--- config.mk ---
export PLATFORM = sky130hd
export DESIGN_NAME = vgps_lane
export DESIGN_NICKNAME = d
export VERILOG_FILES = /design/src/sv/vgps_pkg.sv /design/src/sv/vgps_lane.sv
export SDC_FILE = /design/constraint.sdc
export NUM_CORES = 2
export LEC_CHECK = 0
export BUFFER_PORTS_ARGS = -buffer_cell sky130_fd_sc_hd__buf_2
export CORE_MARGIN = 4
export CORE_UTILIZATION = 55
export CTS_CLUSTER_SIZE = 14
export DETAILED_ROUTE_END_ITERATION = 8
export MAX_ROUTING_LAYER = met4
export PLACE_DENSITY = 0.72
export SLEW_MARGIN = 20
export SYNTH_ARGS = -nofsm -noshare
export SYNTH_HDL_FRONTEND = slang
export SYNTH_SLANG_ARGS = --single-unit
--- constraint.sdc ---
create_clock -name clk -period 26.1 [get_ports clk]
set_clock_uncertainty 0.2 [all_clocks]
set_input_delay 5.22 -clock clk [delete_from_list [all_inputs] [get_ports clk]]
set_output_delay 5.22 -clock clk [all_outputs]
set_load 0.02 [all_outputs]
--- src/sv/vgps_pkg.sv ---
// ----------------------------------------------------------------------------
// Voxel grid point sampler package
// Shared widths, register indexes and the lane control type.
// ----------------------------------------------------------------------------
package vgps_pkg;

    localparam int GRID_BITS   = 7;
    localparam int STAMP_WIDTH = 16;
    localparam int FRAC_BITS   = 16;

    localparam int CELL_BITS  = 3 * GRID_BITS;
    localparam int CELL_COUNT = 1 << CELL_BITS;

    localparam int COORD_W    = 32;
    localparam int COUNT_W    = 32;
    localparam int SCALE_W    = 40;
    localparam int SCALE_FRAC = 32;
    localparam int SCALE_HI_W = SCALE_W - SCALE_FRAC;
    localparam int LIMIT_W    = 18;
    localparam int SMALL_W    = 16;

    // Integer part of the position: product of the high scale byte plus carry
    localparam int IP_W  = COORD_W + SCALE_HI_W + 1;
    localparam int AL_W  = FRAC_BITS + 1;
    localparam int SQ_W  = 2 * AL_W;
    localparam int DSQ_W = SQ_W + 2;
    localparam int CMP_W = (DSQ_W > LIMIT_W + FRAC_BITS) ? DSQ_W : LIMIT_W + FRAC_BITS;

    localparam int CFG_IDX_W  = 3;
    localparam int CFG_DATA_W = SCALE_W;

    localparam logic [CFG_IDX_W-1:0] REG_ORIGIN_X   = 3'd0;
    localparam logic [CFG_IDX_W-1:0] REG_ORIGIN_Y   = 3'd1;
    localparam logic [CFG_IDX_W-1:0] REG_ORIGIN_Z   = 3'd2;
    localparam logic [CFG_IDX_W-1:0] REG_SCALE_X    = 3'd3;
    localparam logic [CFG_IDX_W-1:0] REG_SCALE_Y    = 3'd4;
    localparam logic [CFG_IDX_W-1:0] REG_SCALE_Z    = 3'd5;
    localparam logic [CFG_IDX_W-1:0] REG_DIST_LIMIT = 3'd6;
    localparam logic [CFG_IDX_W-1:0] REG_SMALL_LIM  = 3'd7;

    localparam logic [SCALE_W-1:0] SCALE_RESET       = 40'h01_0000_0000;
    localparam logic [LIMIT_W-1:0] DIST_LIMIT_RESET  = 18'd96338;
    localparam logic [SMALL_W-1:0] SMALL_LIMIT_RESET = 16'd100;

    typedef struct packed {
        logic load;
        logic mul;
        logic pos;
        logic sq;
    } vgps_lane_ctrl_t;

endpackage

--- src/sv/vgps_lane.sv ---
// ----------------------------------------------------------------------------
// Voxel grid axis lane
// Maps one raw coordinate to its grid cell and the squared half-cell distance
// of its fraction from the cell centre, over four registered steps.
// ----------------------------------------------------------------------------
module vgps_lane
    import vgps_pkg::*;
(
    input  logic                        clk,
    input  vgps_lane_ctrl_t             ctrl,
    input  logic [COORD_W-1:0]          raw,
    input  logic [COORD_W-1:0]          origin,
    input  logic [SCALE_W-1:0]          scale,
    output logic [GRID_BITS-1:0]        cell_coord,
    output logic [SQ_W-1:0]             sq
);

    logic signed [COORD_W:0]     d_reg;
    logic signed [COORD_W:0]     d_next;
    logic [2*COORD_W-1:0]        lo_reg;
    logic [COORD_W+SCALE_HI_W-1:0] hi_reg;
    logic                        below_reg;
    logic [GRID_BITS-1:0]        cell_reg;
    logic [GRID_BITS-1:0]        cell_next;
    logic [AL_W-1:0]             al_reg;
    logic [AL_W-1:0]             al_next;
    logic [SQ_W-1:0]             sq_reg;
    logic [IP_W-1:0]             ip;
    logic [FRAC_BITS-1:0]        frac;
    logic [AL_W-1:0]             two_f;
    logic                        d_pos;

    assign d_next = {raw[COORD_W-1], raw} - {origin[COORD_W-1], origin};
    assign d_pos  = !d_reg[COORD_W] && (d_reg != '0);

    assign ip = {1'b0, hi_reg} + IP_W'(lo_reg[2*COORD_W-1:COORD_W]);

    always_comb
    begin
        if (below_reg)
        begin
            cell_next = '0;
            frac      = '0;
        end
        else if (ip >= (IP_W'(1) << GRID_BITS))
        begin
            // clamp to the box top: fraction zero
            cell_next = '1;
            frac      = '0;
        end
        else
        begin
            cell_next = ip[GRID_BITS-1:0];
            frac      = lo_reg[COORD_W-1 -: FRAC_BITS];
        end
        two_f = {frac, 1'b0};
        if (frac[FRAC_BITS-1])
        begin
            al_next = two_f - (AL_W'(1) << FRAC_BITS);
        end
        else
        begin
            al_next = (AL_W'(1) << FRAC_BITS) - two_f;
        end
    end

    always_ff @(posedge clk)
    begin
        if (ctrl.load)
        begin
            d_reg <= d_next;
        end
        if (ctrl.mul)
        begin
            lo_reg    <= (2*COORD_W)'(d_reg[COORD_W-1:0])
                         * (2*COORD_W)'(scale[SCALE_FRAC-1:0]);
            hi_reg    <= (COORD_W+SCALE_HI_W)'(d_reg[COORD_W-1:0])
                         * (COORD_W+SCALE_HI_W)'(scale[SCALE_W-1:SCALE_FRAC]);
            below_reg <= !d_pos;
        end
        if (ctrl.pos)
        begin
            cell_reg <= cell_next;
            al_reg   <= al_next;
        end
        if (ctrl.sq)
        begin
            sq_reg <= SQ_W'(al_reg) * SQ_W'(al_reg);
        end
    end

    assign cell_coord = cell_reg;
    assign sq         = sq_reg;

endmodule

==> out/qor_table.md <==
| Parameter | This run |
| --- | --- |
| Length in cells of the worst reg-to-reg path | 29 |
| Master cell of the clock root buffer | sky130_fd_sc_hd__clkbuf_16 |
| Final Hold Vio Count | 0 |
| Clk sinks | 176 |
| Layout cells sized above 1 | 4.14% |
| Worst setup slack for register-to-register paths | 16250 ps |
| H-tree lvl count | 4 |
| Type of the worst min-delay path | flop to flop |
| Part of the cycle the worst path needs | 52.7% |
| Largest fanout on the critical path | 32 |
| Global-route met2 utilization | 46.5% |
| Starting DRC count in detailed routing | 2671 |
| Adder and majority gate portion of the synthesized area | 54.5% |
| Number of flip-flops in the largest register | 48 |
| Startpoint of the lowest-slack register-to-register path | d_reg[9] |
| RSZ-0062 raised after global routing | false |
| Combinational family with the most area after synthesis | adder cells |
| Worst max-slew margin expressed relative to the limit | 26.8% |
| Number of placement rows | 117 |
| Number of filler cells placed in the layout | 8837 |
| Final setup TNS | 0 ps |
| Synthesis Warnings | 0 |
| Placeable core region | 102000 um^2 |
| Worst-path clk slew | 90 ps |
| Synth Flop Type | sky130_fd_sc_hd__edfxtp_1 |
| Avg Synthesized Cell Area | 9.34 um^2 |
| Max incr delay on CP | 610 ps |
| Simple-Gate Fraction of Synth Area | 16.6% |
| Clock tree from TritonCTS | built |
| Sequential cell area fraction in the yosys report | 9.27% |
| Final Routed Wirelength | 146 mm |
| Quantity of hold-fixing buffers added after cts | 0 |
| Capture instance of the worst register-to-register path | lo_reg[63] |
| Number of ports placed on the die boundary | 150 |
| CP Launch Type | input port |
| Final cell utilization of the core | 57.9% |
| Initial Util | 55.7% |
| Synth async-reset ratio | 0% |
| Detailed-router iteration count before antenna repair | 5 |
| Residual DRC count | 0 |
| Maximum number of buffers from clock root to sink | 2 |
| Layer carrying the most global-route usage | met2 |
| Die Outline Area | 109000 um^2 |
| Post-CTS Repair Setup Buffers | 0 |
| Final worst path period need | 13760 ps |
| Fmax | 0.0727 GHz |
| Post-synthesis cell type count | 86 |
| Horizontal extent of the die | 330 um |
| Cell area after synthesis | 57000 um^2 |
| Met1 Resource Use GR | 36.6% |
| Data required time at the worst endpoint | 26180 ps |
| Final antenna-violating net count | 0 |
| Fraction of the mapped netlist area in compound gates | 6.07% |
| Final-report max-slew violation count | 0 |
| Global-route met3 utilization | 6.18% |
| Xor and xnor fraction of the mapped netlist area | 2.44% |
| Avg WL per Cell | 19.7 um |
| Per-cell via count in the routed design | 5.57 |
| CP arrival | 13840 ps |
| Multiplexer fraction of the synthesized cell area | 0.197% |
| Dominant cell type by count on the critical path | sky130_fd_sc_hd__fa_1 |
| Quantity of gates resized following cts | 0 |
| Critical Path End Type | flop |
| Y dimension of the die | 330 um |
| Cell depth of the worst hold path | 2 |
| Antenna violations before repair | 4 |
| Number of global-route vias before repair | 45000 |
| Area added between synthesis and finish | 3.93% |
| Outcome | finished, final reports clean |
| Slowest CP cell | sky130_fd_sc_hd__o211ai_1 |
| Via Count | 41300 |
| Number of synthesized register bits | 176 |
| Number of maximum-capacitance constraint violations | 0 |
| Total half-perimeter wirelength after legalization and detailed placement | 114 mm |
| Hold path start | lo_reg[16] |
| Number of enable flip-flop cells after synthesis | 176 |
| Buffers added on ports | 146 |
| Total congestion overflow after global routing | 0 |
| Placer congestion estimate | 0.916 |
| Pin slew with the least headroom to its limit | 1100 ps |
| First-pass GRT wire length | 238 mm |
| Classification of the worst setup path | input port to flop |
| GRT Overall Usage | 28.8% |
| Insertion delay to the later sink of the worst-skew pair | 520 ps |
| Pin count of the biggest net entering global routing | 68 |
| Hold-critical path endpoint | al_reg[1] |
| Cell count after synthesis | 6107 |
| Num CTS Buffers | 17 |
| # nets final | 7869 |
| Setup-failing EPs final | 0 |
-- per-stage QoR --
step / hold WS, ps / cells / setup slack, ps / cell area [um^2]
6_report: 414 / 7405 / 12340 / 59300
5_1_grt: 440 / 7405 / 11940 / 59300
4_1_cts: 423 / 7402 / 12420 / 59300
3_5_place_dp: 412 / 7370 / 11880 / 58700
3_3_place_gp: 405 / 7370 / 11980 / 58700
2_1_floorplan: 287 / 6109 / 13460 / 57000
-- cell type report --
cell class	instances	area [um^2]	share of cell area [%]
flip-flops and latches	176	5290	8.91
multi-input cells	4279	45500	76.8
clock inverters	15	189	0.319
diodes	3	7.51	0.0127
well taps	1368	1710	2.89
clock buffers	17	425	0.718
repair buffers	187	1040	1.76
inverters	1360	5100	8.61
-- worst max-delay path by stage --
| stage | startpoint | endpoint | slack (ps) | cells after the start |
|---|---|---|---|---|
| after floorplan | scale[5] | lo_reg[62] | 13460 | 29 |
| after global placement | scale[8] | lo_reg[62] | 11980 | 29 |
| after detailed placement | scale[9] | lo_reg[63] | 11880 | 27 |
| after CTS | scale[9] | lo_reg[63] | 12420 | 27 |
| after global routing | scale[8] | lo_reg[63] | 11940 | 29 |
| final | scale[9] | lo_reg[63] | 12340 | 27 |
-- critical path, delay by kind of cell --
family | cells | cell delay, ps
AOI/OAI and AO/OA | 9 | 2720
buffers and inverters | 5 | 770
xor gates and xnor gates | 1 | 60
adders and majority gates | 9 | 4340
and+or+nand+nor | 3 | 700
-- layout by cell type, fill, tap and decap left out, types with 26 or more instances in the layout --
cell and count:
sky130_fd_sc_hd__buf_2 145, sky130_fd_sc_hd__nand2_1 717, sky130_fd_sc_hd__nand4_1 26, sky130_fd_sc_hd__nor2b_1 32, sky130_fd_sc_hd__nor3_1 31, sky130_fd_sc_hd__nand2b_1 27
sky130_fd_sc_hd__o21ai_0 69, sky130_fd_sc_hd__a21o_1 80, sky130_fd_sc_hd__and2_1 769, sky130_fd_sc_hd__nand3_1 38, sky130_fd_sc_hd__xor2_1 58, sky130_fd_sc_hd__buf_4 42
sky130_fd_sc_hd__a21oi_1 173, sky130_fd_sc_hd__fa_1 1241, sky130_fd_sc_hd__inv_1 1360, sky130_fd_sc_hd__xnor2_1 101, sky130_fd_sc_hd__nor2_1 111, sky130_fd_sc_hd__ha_1 498
sky130_fd_sc_hd__edfxtp_1 176
-- cells in the mapped netlist (all sizes together) (5+ instances only) --
cell type	count	share of area, %
clkbuf	276	1.8
and3	21	0.24
mux2i	9	0.16
inv	1360	8.9
or3	10	0.11
a31oi	15	0.16
o31ai	11	0.14
nand2b	27	0.30
or2	9	0.099
nor4	25	0.29
and4	10	0.16
a21o	81	1.1
a21boi	14	0.18
ha	498	11
a211o	5	0.077
nor2	111	0.73
buf	18	0.18
o211ai	8	0.11
o2111ai	7	0.11
xnor2	101	1.6
o21ai	74	0.65
nor3	33	0.32
a211oi	18	0.25
o21a	24	0.32
a2111oi	7	0.12
edfxtp	176	9.3
nor2b	32	0.35
o211a	5	0.088
o21bai	23	0.30
fa	1241	44
nand2	717	4.7
and2	769	8.4
xor2	58	0.89
a41oi	5	0.077
nand4	28	0.33
a21oi	175	1.5
nand3	38	0.33
o31a	5	0.077
-- cell families (layout without fill, tap and decap cells) --
kind of cell,count (synthesis),in the layout
compound gates,525,525
xor+xnor,159,159
fa+ha+maj,1739,1739
buf+inv,1654,1579
flops,176,176
mux,11,11
other cells,1,6
simple gates,1842,1842
-- routing by layer --
layer	vias to the layer above	share of wire [%]
met5	-	0
met1	21200	40
met3	273	8.7
li1	18200	-
met4	0	3.3
met2	1620	48
Power is not shown: default switching activity piles up to over one toggle a cycle in this logic, so the estimate is an artifact.
